`src/sv/gga_pkg.sv`:
```
// ---------------------------------------------------------------------------
// gga_pkg - shared types and constants for the GGA field extractor
// Holds the header text, scan phase codes, the front-to-back queue entry
// and small decode helpers.
// ---------------------------------------------------------------------------
package gga_pkg;

  localparam int unsigned HDR_LEN       = 6;
  localparam int unsigned COMMA_SAT     = 8;
  localparam int unsigned QUEUE_DEPTH   = 4;

  localparam logic [7:0] CH_NEWLINE = 8'h0A;
  localparam logic [7:0] CH_COMMA   = 8'h2C;
  localparam logic [7:0] CH_DOLLAR  = 8'h24;

  // scan phase codes
  localparam logic [1:0] PH_SEARCH = 2'd0;
  localparam logic [1:0] PH_INSIDE = 2'd1;
  localparam logic [1:0] PH_CLOSED = 2'd2;

  // field tags
  localparam logic [1:0] TAG_LAT  = 2'd0;
  localparam logic [1:0] TAG_LON  = 2'd1;
  localparam logic [1:0] TAG_SATS = 2'd2;

  // item kinds
  localparam logic KIND_CHAR    = 1'b0;
  localparam logic KIND_VERDICT = 1'b1;

  // one unit of work for the back end: an optional character item
  // followed by an optional verdict item
  typedef struct packed {
    logic       has_char;
    logic [1:0] tag;
    logic [7:0] char_value;
    logic       has_verdict;
    logic       fix_valid;
  } gga_entry_t;

  typedef struct packed {
    logic       push;
    gga_entry_t entry;
  } gga_push_t;

  typedef struct packed {
    logic       empty;
    gga_entry_t head;
  } gga_head_t;

  // header character at a match position
  function automatic logic [7:0] hdr_char(input logic [2:0] idx);
    logic [7:0] c;
    case (idx)
      3'd0:    c = 8'h24; // '$'
      3'd1:    c = 8'h47; // 'G'
      3'd2:    c = 8'h4E; // 'N'
      3'd3:    c = 8'h47; // 'G'
      3'd4:    c = 8'h47; // 'G'
      3'd5:    c = 8'h41; // 'A'
      default: c = 8'h00;
    endcase
    return c;
  endfunction

  // seen-flag bit for a comma field index, zero when not tracked
  function automatic logic [4:0] field_bit(input logic [3:0] f);
    logic [4:0] b;
    case (f)
      4'd2:    b = 5'b00001;
      4'd3:    b = 5'b00010;
      4'd4:    b = 5'b00100;
      4'd5:    b = 5'b01000;
      4'd7:    b = 5'b10000;
      default: b = 5'b00000;
    endcase
    return b;
  endfunction

endpackage

```
`src/sv/gga_if.sv`:
```
// ---------------------------------------------------------------------------
// gga_if - valid/ready channels of the GGA field extractor
// Input channel carries received bytes, output channel carries result items.
// ---------------------------------------------------------------------------
interface gga_in_if;
  logic       valid;
  logic       ready;
  logic [7:0] rx_byte;
  logic       end_of_buffer;

  modport source (output valid, output rx_byte, output end_of_buffer, input ready);
  modport sink   (input valid, input rx_byte, input end_of_buffer, output ready);
endinterface

interface gga_out_if;
  logic       valid;
  logic       ready;
  logic       item_kind;
  logic [1:0] field_tag;
  logic [7:0] char_value;
  logic       fix_valid;
  logic       last_result;

  modport source (output valid, output item_kind, output field_tag, output char_value,
                  output fix_valid, output last_result, input ready);
  modport sink   (input valid, input item_kind, input field_tag, input char_value,
                  input fix_valid, input last_result, output ready);
endinterface

```
`src/sv/gga_front.sv`:
```
// ---------------------------------------------------------------------------
// gga_front - byte classifier of the GGA field extractor
// Matches the header, counts commas, tracks non-empty fields and pushes one
// queue entry for every byte that yields a character or a verdict.
// ---------------------------------------------------------------------------
module gga_front (
  input  logic               clk,
  input  logic               rst,
  input  logic               valid,
  output logic               ready,
  input  logic [7:0]         rx_byte,
  input  logic               end_of_buffer,
  input  logic               full,
  output gga_pkg::gga_push_t wr
);

  logic [1:0] scan_phase, scan_phase_next;
  logic [2:0] header_match_count, header_match_count_next;
  logic [3:0] comma_count, comma_count_next;
  logic [4:0] field_seen_flags, field_seen_flags_next;
  logic       accept;
  logic [2:0] m;
  logic       emit_char;
  logic [1:0] tag;

  assign ready  = !full;
  assign accept = valid && ready;

  // classify the byte and work out the next scan state
  always_comb begin
    scan_phase_next         = scan_phase;
    header_match_count_next = header_match_count;
    comma_count_next        = comma_count;
    field_seen_flags_next   = field_seen_flags;
    emit_char               = 1'b0;
    tag                     = gga_pkg::TAG_LAT;
    m                       = 3'd0;
    case (scan_phase)
      gga_pkg::PH_SEARCH: begin
        m = (header_match_count >= 3'(gga_pkg::HDR_LEN)) ? 3'd0 : header_match_count;
        if (rx_byte == gga_pkg::hdr_char(m)) begin
          m = m + 3'd1;
        end else begin
          m = (rx_byte == gga_pkg::CH_DOLLAR) ? 3'd1 : 3'd0;
        end
        if (m >= 3'(gga_pkg::HDR_LEN)) begin
          scan_phase_next       = gga_pkg::PH_INSIDE;
          comma_count_next      = 4'd0;
          field_seen_flags_next = 5'd0;
          m                     = 3'd0;
        end
        header_match_count_next = m;
      end
      gga_pkg::PH_INSIDE: begin
        if (rx_byte == gga_pkg::CH_NEWLINE) begin
          scan_phase_next = gga_pkg::PH_CLOSED;
        end else if (rx_byte == gga_pkg::CH_COMMA) begin
          if (comma_count < 4'(gga_pkg::COMMA_SAT)) comma_count_next = comma_count + 4'd1;
        end else begin
          field_seen_flags_next = field_seen_flags | gga_pkg::field_bit(comma_count);
          case (comma_count)
            4'd2: begin
              emit_char = 1'b1;
              tag       = gga_pkg::TAG_LAT;
            end
            4'd4: begin
              emit_char = 1'b1;
              tag       = gga_pkg::TAG_LON;
            end
            4'd7: begin
              emit_char = 1'b1;
              tag       = gga_pkg::TAG_SATS;
            end
            default: emit_char = 1'b0;
          endcase
        end
      end
      default: begin
        // closed sentence: ignore bytes until the buffer ends
      end
    endcase
  end

  // build the queue entry
  always_comb begin
    wr.entry.has_char    = emit_char;
    wr.entry.tag         = tag;
    wr.entry.char_value  = rx_byte;
    wr.entry.has_verdict = end_of_buffer;
    wr.entry.fix_valid   = (scan_phase_next != gga_pkg::PH_SEARCH) &&
                           (field_seen_flags_next == 5'h1F);
    wr.push              = accept && (emit_char || end_of_buffer);
  end

  // advance scan state; return to reset values after the final byte
  always_ff @(posedge clk) begin
    if (rst) begin
      scan_phase         <= gga_pkg::PH_SEARCH;
      header_match_count <= 3'd0;
      comma_count        <= 4'd0;
      field_seen_flags   <= 5'd0;
    end else if (accept) begin
      if (end_of_buffer) begin
        scan_phase         <= gga_pkg::PH_SEARCH;
        header_match_count <= 3'd0;
        comma_count        <= 4'd0;
        field_seen_flags   <= 5'd0;
      end else begin
        scan_phase         <= scan_phase_next;
        header_match_count <= header_match_count_next;
        comma_count        <= comma_count_next;
        field_seen_flags   <= field_seen_flags_next;
      end
    end
  end

  a_buffer_end_clears: assert property (@(posedge clk) disable iff (rst)
    accept && end_of_buffer |=> scan_phase == gga_pkg::PH_SEARCH && comma_count == 4'd0 &&
                                field_seen_flags == 5'd0 && header_match_count == 3'd0)
    else $error("scan state not cleared after buffer end");

  a_comma_saturates: assert property (@(posedge clk) disable iff (rst)
    comma_count <= 4'(gga_pkg::COMMA_SAT))
    else $error("comma count above saturation");

  a_no_push_when_full: assert property (@(posedge clk) disable iff (rst)
    full |-> !wr.push)
    else $error("entry pushed into full queue");

endmodule

```
`src/sv/gga_queue.sv`:
```
// ---------------------------------------------------------------------------
// gga_queue - entry queue between front and back of the GGA extractor
// Small circular buffer of work entries with a fill count.
// ---------------------------------------------------------------------------
module gga_queue #(
  parameter int unsigned DEPTH = gga_pkg::QUEUE_DEPTH
) (
  input  logic               clk,
  input  logic               rst,
  input  gga_pkg::gga_push_t wr,
  output logic               full,
  input  logic               pop,
  output gga_pkg::gga_head_t rd
);

  localparam int unsigned PW = (DEPTH > 1) ? $clog2(DEPTH) : 1;
  localparam int unsigned CW = $clog2(DEPTH + 1);

  gga_pkg::gga_entry_t mem [DEPTH];
  logic [PW-1:0] wr_ptr;
  logic [PW-1:0] rd_ptr;
  logic [CW-1:0] count;
  logic          do_push;
  logic          do_pop;

  assign full     = (count == CW'(DEPTH));
  assign rd.empty = (count == '0);
  assign rd.head  = mem[rd_ptr];
  assign do_push  = wr.push && !full;
  assign do_pop   = pop && !rd.empty;

  // store entries
  always_ff @(posedge clk) begin
    if (do_push) mem[wr_ptr] <= wr.entry;
  end

  // advance pointers and fill count
  always_ff @(posedge clk) begin
    if (rst) begin
      wr_ptr <= '0;
      rd_ptr <= '0;
      count  <= '0;
    end else begin
      if (do_push) wr_ptr <= (wr_ptr == PW'(DEPTH - 1)) ? '0 : wr_ptr + PW'(1);
      if (do_pop)  rd_ptr <= (rd_ptr == PW'(DEPTH - 1)) ? '0 : rd_ptr + PW'(1);
      if (do_push && !do_pop)      count <= count + CW'(1);
      else if (do_pop && !do_push) count <= count - CW'(1);
    end
  end

endmodule

```
`src/sv/gga_back.sv`:
```
// ---------------------------------------------------------------------------
// gga_back - result emitter of the GGA field extractor
// Turns queue entries into result items: a character item, a verdict item,
// or both in that order, through a registered output stage.
// ---------------------------------------------------------------------------
module gga_back (
  input  logic               clk,
  input  logic               rst,
  input  gga_pkg::gga_head_t rd,
  output logic               pop,
  output logic               valid,
  input  logic               ready,
  output logic               item_kind,
  output logic [1:0]         field_tag,
  output logic [7:0]         char_value,
  output logic               fix_valid,
  output logic               last_result
);

  logic char_done;
  logic load;
  logic take_char;

  assign load      = !valid || ready;
  assign take_char = rd.head.has_char && !char_done;
  // pop once the entry's last item goes out
  assign pop       = load && !rd.empty && !(take_char && rd.head.has_verdict);

  // output valid and character-sent flag
  always_ff @(posedge clk) begin
    if (rst) begin
      valid     <= 1'b0;
      char_done <= 1'b0;
    end else if (load) begin
      valid <= !rd.empty;
      if (!rd.empty) char_done <= take_char && rd.head.has_verdict;
    end
  end

  // output payload
  always_ff @(posedge clk) begin
    if (load && !rd.empty) begin
      if (take_char) begin
        item_kind   <= gga_pkg::KIND_CHAR;
        field_tag   <= rd.head.tag;
        char_value  <= rd.head.char_value;
        fix_valid   <= 1'b0;
        last_result <= 1'b0;
      end else begin
        item_kind   <= gga_pkg::KIND_VERDICT;
        field_tag   <= gga_pkg::TAG_LAT;
        char_value  <= 8'd0;
        fix_valid   <= rd.head.fix_valid;
        last_result <= 1'b1;
      end
    end
  end

  a_split_holds_head: assert property (@(posedge clk) disable iff (rst)
    char_done |-> !rd.empty && rd.head.has_verdict)
    else $error("split entry lost from queue head");

  a_verdict_clean: assert property (@(posedge clk) disable iff (rst)
    valid && item_kind == gga_pkg::KIND_VERDICT |-> last_result && char_value == 8'd0)
    else $error("verdict item carries character data");

endmodule

```
`src/sv/nmea_gga_field_extractor.sv`:
```
// ---------------------------------------------------------------------------
// nmea_gga_field_extractor - GGA sentence field extractor, top level
// Bytes of a receive buffer enter on in_ch, one per transfer, the last one
// flagged by end_of_buffer. After the first "$GNGGA" header the characters
// of latitude, longitude and satellite-count fields leave on out_ch as
// tagged character items; the final byte adds a verdict item (fix_valid,
// last_result set) and the parser returns to header search.
// Throughput: one byte per cycle while the entry queue is not full. A byte
// produces zero, one or two items; a final byte that also carries a field
// character yields a character item followed by its verdict item.
// An item's entry is written into the queue at the input transfer edge and
// loads the output register once it is at the queue head and the output
// register is free; a verdict that follows a character item of the same
// byte is loaded after that character item.
// The entry queue (QUEUE_DEPTH entries) decouples classifier and emitter:
// in_ch.ready drops only while the queue is full, so bytes keep flowing
// while out_ch is stalled until the queue fills. Bytes that yield no item
// never occupy the queue.
// Reset (rst, synchronous): scan state returns to header search, queue
// empties, and out_ch.valid drops.
// ---------------------------------------------------------------------------
module nmea_gga_field_extractor #(
  parameter int unsigned QUEUE_DEPTH = gga_pkg::QUEUE_DEPTH
) (
  input  logic      clk,
  input  logic      rst,
  gga_in_if.sink    in_ch,
  gga_out_if.source out_ch
);

  gga_pkg::gga_push_t wr;
  gga_pkg::gga_head_t rd;
  logic               full;
  logic               pop;

  // classify bytes
  gga_front u_front (
    .clk           (clk),
    .rst           (rst),
    .valid         (in_ch.valid),
    .ready         (in_ch.ready),
    .rx_byte       (in_ch.rx_byte),
    .end_of_buffer (in_ch.end_of_buffer),
    .full          (full),
    .wr            (wr)
  );

  // hold pending work
  gga_queue #(
    .DEPTH (QUEUE_DEPTH)
  ) u_queue (
    .clk  (clk),
    .rst  (rst),
    .wr   (wr),
    .full (full),
    .pop  (pop),
    .rd   (rd)
  );

  // emit result items
  gga_back u_back (
    .clk         (clk),
    .rst         (rst),
    .rd          (rd),
    .pop         (pop),
    .valid       (out_ch.valid),
    .ready       (out_ch.ready),
    .item_kind   (out_ch.item_kind),
    .field_tag   (out_ch.field_tag),
    .char_value  (out_ch.char_value),
    .fix_valid   (out_ch.fix_valid),
    .last_result (out_ch.last_result)
  );

endmodule

```
`src/flat_wrapper.sv`:
```
// flat-port wrapper written by rule: the top's interface ports become plain ports
module nmea_gga_field_extractor_flat 
#(
  parameter int unsigned QUEUE_DEPTH = gga_pkg::QUEUE_DEPTH
)
  (clk, rst, in_ch_valid, in_ch_rx_byte, in_ch_end_of_buffer, in_ch_ready, out_ch_valid, out_ch_item_kind, out_ch_field_tag, out_ch_char_value, out_ch_fix_valid, out_ch_last_result, out_ch_ready);
  gga_in_if in_ch_i ();
  gga_out_if out_ch_i ();
  input  logic clk;
  input  logic rst;
  input wire logic [$bits(in_ch_i.valid)-1:0] in_ch_valid;
  input wire logic [$bits(in_ch_i.rx_byte)-1:0] in_ch_rx_byte;
  input wire logic [$bits(in_ch_i.end_of_buffer)-1:0] in_ch_end_of_buffer;
  output wire logic [$bits(in_ch_i.ready)-1:0] in_ch_ready;
  output wire logic [$bits(out_ch_i.valid)-1:0] out_ch_valid;
  output wire logic [$bits(out_ch_i.item_kind)-1:0] out_ch_item_kind;
  output wire logic [$bits(out_ch_i.field_tag)-1:0] out_ch_field_tag;
  output wire logic [$bits(out_ch_i.char_value)-1:0] out_ch_char_value;
  output wire logic [$bits(out_ch_i.fix_valid)-1:0] out_ch_fix_valid;
  output wire logic [$bits(out_ch_i.last_result)-1:0] out_ch_last_result;
  input wire logic [$bits(out_ch_i.ready)-1:0] out_ch_ready;
  assign in_ch_i.valid = in_ch_valid;
  assign in_ch_i.rx_byte = in_ch_rx_byte;
  assign in_ch_i.end_of_buffer = in_ch_end_of_buffer;
  assign in_ch_ready = in_ch_i.ready;
  assign out_ch_valid = out_ch_i.valid;
  assign out_ch_item_kind = out_ch_i.item_kind;
  assign out_ch_field_tag = out_ch_i.field_tag;
  assign out_ch_char_value = out_ch_i.char_value;
  assign out_ch_fix_valid = out_ch_i.fix_valid;
  assign out_ch_last_result = out_ch_i.last_result;
  assign out_ch_i.ready = out_ch_ready;
  nmea_gga_field_extractor #(.QUEUE_DEPTH(QUEUE_DEPTH)) u_core (.clk(clk), .rst(rst), .in_ch(in_ch_i), .out_ch(out_ch_i));
endmodule
```
`config.mk`:
```
export PLATFORM = sky130hd
export DESIGN_NAME = nmea_gga_field_extractor_flat
export DESIGN_NICKNAME = d
export VERILOG_FILES = /design/src/sv/gga_pkg.sv /design/src/sv/gga_if.sv /design/src/sv/gga_front.sv /design/src/sv/gga_queue.sv /design/src/sv/gga_back.sv /design/src/sv/nmea_gga_field_extractor.sv /design/src/flat_wrapper.sv
export SDC_FILE = /design/constraint.sdc
export NUM_CORES = 1
export LEC_CHECK = 0
export ABC_AREA = 1
export BUFFER_PORTS_ARGS = -buffer_cell sky130_fd_sc_hd__buf_2
export CAP_MARGIN = 30
export CORE_UTILIZATION = 45
export CTS_CLUSTER_SIZE = 8
export DETAILED_ROUTE_END_ITERATION = 8
export GPL_TIMING_DRIVEN = 0
export SYNTH_ARGS = -nofsm -noshare
export SYNTH_HDL_FRONTEND = slang
export SYNTH_HIERARCHICAL = 1
export SYNTH_SLANG_ARGS = --single-unit
```
`constraint.sdc`:
```
create_clock -name clk -period 2.9 [get_ports clk]
set_input_delay 0.29 -clock clk [delete_from_list [all_inputs] [get_ports clk]]
set_output_delay 0.29 -clock clk [all_outputs]
set_load 0.005 [all_outputs]
```
# == Yosys cells after proc, flatten, opt, wreduce, memory -nomap -nowiden ==
# Memory sizes are Yosys's and may differ from the RTL's. A register that Yosys moved wholly into a read port is not among the register bits.
# Cells that the tools add are included.
# totals
output_inout_bits,15
latch_bits,0
romBits,0
ff_bits,35
n_memories,1
ramBits,52
# classes
div,0
shift,0
multipliers,0
magnitude_cmp,3
n_mux,45
n_bitwise,2
eq_ne,23
add_sub_neg,6
reduce_logical,32
# mem_list
memory,depth,width,rd,rd_ports_with_merged_regs,write_ports,line,rtl
u_core.u_queue.mem,4,13,1,1,1,gga_queue.sv:19,gga_pkg::gga_entry_t mem [DEPTH];
# ops
operator,n
2-to-1 mux 5 bit,7
case mux 7 bit (4 select lines),1
case mux 5 bit (5 select lines),1
2-to-1 mux 3 bit,8
2-to-1 mux 2 bit,10
2-to-1 mux 4 bit,5
equality test 8 x 6 -> 1 bit (second input constant),2
equality test 4 x 3 -> 1 bit (second input constant),3
!= test 3 bit (second input constant),4
logical AND 1 bit,11
case mux 5 bit (2 select lines),1
equality test 3 bit (second input constant),3
equality test 4 x 2 -> 1 bit (second input constant),2
equality test 8 x 4 -> 1 bit (second input constant),1
equality test 8 bit,1
2-to-1 mux 1 bit,8
2-to-1 mux 8 bit,1
case mux 2 bit (2 select lines),2
case mux 4 bit (2 select lines),1
zero test 1 bit,7
adder 3 x 1 -> 3 bit (second input constant),2
equality test 3 x 2 -> 1 bit (second input constant),2
>= comparator 3 bit (second input constant),2
zero test 3 bit,2
other kinds (17),24

# == Logic depth before layout (Yosys ltp) ==
# logic_depth
ltp_word,14
mapped_depth,19
mapped_depth_nobuf,19

# == By module ==
# The synthesis kept the hierarchy.
# modules_own_cells
module,cells_each,n_inst,area_each_um2,seq_area_each_um2
gga_queue,197,1,2502.4,1741.7
gga_front,234,1,1388.8,280.3
gga_back,52,1,574.3,400.4

# == Worst setup path before layout ==
# OpenSTA, ideal clock, no wires.
# synth_timing
path_kind,flip-flop to flip-flop
from,reg u_core.u_front.comma_count[0]
to,reg u_core.u_queue.count[2]
path_stages_with_launch,19
slack_ns,0.391
setup_time_ns,0.110
n_path_buf,0
synth_period_minus_slack_ns,2.509
t_required_ns,2.790
arrival_ns,2.399
path_cell_list,dfxtp_1 -> ha_1 -> inv_1 -> nor2_1 -> nor3_1 -> nor4_1 -> nor2_1 -> nor2_1 -> nand2_2 -> inv_1 -> ha_1 -> inv_1 -> fa_1 -> inv_1 -> nand2_1 -> nand3_1 -> nand2_1 -> inv_1 -> nor2_1
# synth_rtl
element,line,rtl
start: declaration,gga_front.sv:19,"logic [3:0] comma_count, comma_count_next;"
start signal: assignment,gga_front.sv:111,comma_count <= comma_count_next;
end signal: assignment,gga_queue.sv:46,if (do_push && !do_pop) count <= count + CW'(1);
end signal: assignment,gga_queue.sv:47,else if (do_pop && !do_push) count <= count - CW'(1);
end: declaration,gga_queue.sv:22,logic [CW-1:0] count;

==> metrics <==
post-synthesis sequential area ratio=54.2%; antenna violations before repair=0; CTS Buf Count=9; CP Data Required Time=3.15 ns; Pwr per Cell Area=678 mW/mm^2; # port buffers=26; worst-path cell chain=nor2_2 > nand2_2 > inv_1 > inv_1 > nand2_1 > clkbuf_1 > nor2_2 > nand2_2 > inv_1 > ha_1 > inv_1 > fa_1 > o21ai_0 > nor2_1; CP Data Arrival Time=2.88 ns; CTS tree=done; Net Count, Synth=508; Filler cells=844; initial DRC count=129; num rows=35; CTS sink count=89; drt drc=0; Sw Pwr=1.07 mW; Sequential Area=0.00242 mm^2; cell count after synthesis=483; commonest non-fill, non-tap cell in the layout=nand2_1; status=completed; vias per cell=4.78; hpwl dp=6220 um; Area growth, synth to finish=12.4%; fin crit share=90.9%; Seq pwr share=48.2%; RSZ-0062 raised after global routing=no; global placement routability congestion=0.854; Post-synth EDFFs=64; area of the multi-input gates=0.00160 mm^2; most frequent cells in the layout=80 x nand2_1, 74 x nor2_1, 65 x inv_1; height of the die=102 um; clk_skew=0.0107 ns; Avg Cell Area, Syn=9.25 um^2; Final ANT Viol Nets=0; Worst VDD drop=0.299 mV; initial core utilization=47.4%; LEAKAGE=2.06 nW; worst skew pair latency=0.35 ns; worst hold slack=0.142 ns; top cell type by total area after synthesis=edfxtp_1; Buf/Inv on CP=5; GR Overflow Total=0; CP Launch Type=register; Top delay family on crit path=simple AND/OR/NAND/NOR gates; YS warnings=6; die footprint=0.0103 mm^2; CORE AREA=0.00942 mm^2; wire length per cell=13.0 um; Comb pwr share=25.9%; leading post-synthesis cells by cell area=edfxtp_1 43%, dfxtp_1 11%, nand2_1 6.7%; # diodes=0; Pre-antenna DRT Iters=4; FF+latch count, synth=89; vias in the first global route=2929; Tot GR Track Use=18.0%; final wirelength=8520 um; Clk pwr share=25.9%; CP Class=reg2reg; switching share of power=31.3%; worst slew pin tran=0.682 ns; Max H-tree Level=3; CP max stage delay=0.43 ns; Longest Clk Path Bufs=2; first-pass GRT wire length=14000 um; CP max FO=10; final hold violation count=0; top cell type's share of synthesized area=43.0%; dominant synthesized flop cell=edfxtp_1; most frequent CP cell=inv_1; Internal=2.34 mW; routed vias=3146; setup bufs post-CTS=0; Max-Cap Viols=0; CP max stage cell=clkbuf_1; Max Slew Vio Count=0; share of cells above drive strength 1=21.7%; pin count of the biggest net entering global routing=18; critical path capture point type=register; slew margin rel.=54.3%; CTS Hold Buffers Added=0; number of nets in the layout=549; Worst Hold Class=in2reg; Netlist cell types=40; clock slew at reported path FFs=0.09 ns; Setup TNS Final=0 ns; root buf cell=clkbuf_8; fmax=0.380 GHz; Tmin final=2.63 ns; Post-synth ARST share=0%; Ports=28; Netlist Area Pre-Place=0.00447 mm^2; Die X=102 um; Finish-stage setup viols=0
-- final timing paths --
kind	startpoint	endpoint	slack (ns)	cells after the start
worst max-delay path	u_core/u_queue/count[1]	u_core/u_queue/count[1]	0.27	14
worst min-delay path	in_ch_end_of_buffer	u_core/u_queue/mem[0][1]	0.14	1
worst max register to register	u_core/u_queue/count[1]	u_core/u_queue/count[1]	0.27	14
worst min register to register	u_core/u_front/field_seen_flags[4]	u_core/u_front/field_seen_flags[4]	0.47	2
-- kinds of logic (layout without fill, tap and decap cells) --
group           Yosys count  count (layout)  share of synthesized area [%]
buf+inv                  93             139                           10.4
fa+ha+maj                12              12                           3.53
simple gates            225             225                           23.4
compound gates           63              63                           8.27
xor+xnor                  1               1                          0.196
flops                    89              89                           54.2
-- registers in the layout, summed over array words and instances (netlist names), 3 cells and up, named ones only --
name	flops
u_core/u_front/field_seen_flags	5
u_core/u_queue/count	3
u_core/u_back/char_value	8
u_core/u_front/comma_count	4
u_core/u_front/header_match_count	3
u_core/u_queue/mem	52
-- per-stage QoR --
| step | power [mW] | setup WS (ns) | instance area, um^2 | util (%) | instances |
|---|---|---|---|---|---|
| global route | 3.63 | 0.00650 | 5020 | 53.3 | 658 |
| finish | 3.40 | 0.265 | 5020 | 53.3 | 658 |
| CTS | 3.44 | 0.00464 | 5000 | 53.1 | 658 |
| global placement | 2.53 | -0.221 | 4760 | 50.5 | 638 |
| floorplan | 2.28 | 0.391 | 4470 | - | 483 |
| detailed placement | 2.56 | -0.0213 | 4790 | 50.9 | 642 |
-- power groups by stage --
stage               clock, mW  sequential, mW  combinational (mW)
finish                  0.882            1.64               0.882
global placement            0            1.67               0.861
detailed placement          0            1.67               0.885
global route            0.956            1.66                1.01
floorplan                   0            1.68               0.602
CTS                     0.908            1.64               0.889
-- worst reg2reg max path: cells and delay by family, from the launching register on --
| kind | cells | cell delay, ns |
|---|---|---|
| fa+ha+maj | 2 | 0.61 |
| flops | 1 | 0.35 |
| compound gates | 1 | 0.17 |
| simple gates | 6 | 0.71 |
| buf+inv | 5 | 0.68 |
-- what timing repair did --
item,in CTS,in global routing
pin swaps,0,1
endpoints found under the setup margin,6,33
gates resized for setup,1,6
gates cloned,0,0
-- cells in the mapped netlist, types with 4 or more instances --
cell type / instances
o22ai_1: 13
o21ai_1: 6
nand2_2: 9
inv_1: 65
nand4_1: 5
nand3_1: 18
o21ai_0: 22
a21oi_1: 14
ha_1: 11
nor3_1: 5
edfxtp_1: 64
nor2_1: 77
buf_4: 12
inv_2: 5
nand2_1: 80
dfxtp_1: 25
nand3_2: 4
nor2_2: 15
-- layout make-up --
| type | count | area share [%] |
|---|---|---|
| Buffer | 22 | 3.76 |
| Clock buffer | 9 | 2.47 |
| Clock inverter | 7 | 1.65 |
| Inverter | 71 | 5.46 |
| Multi-Input combinational cell | 301 | 31.8 |
| Sequential cell | 89 | 48.3 |
| Tap cell | 129 | 3.22 |
| Timing Repair Buffer | 30 | 3.34 |
-- routing by layer --
metal  wire, um  GRT usage (%)  part of all wire, %  up-vias
met5          0              0                    0        -
met4         83           6.80                 0.97        0
met3        280           2.83                  3.3        5
met2       4040           30.0                   47       57
met1       4110           23.5                   48     1432
li1           -              -                    -     1652
Note: power is estimated with default switching activity, not from simulation.
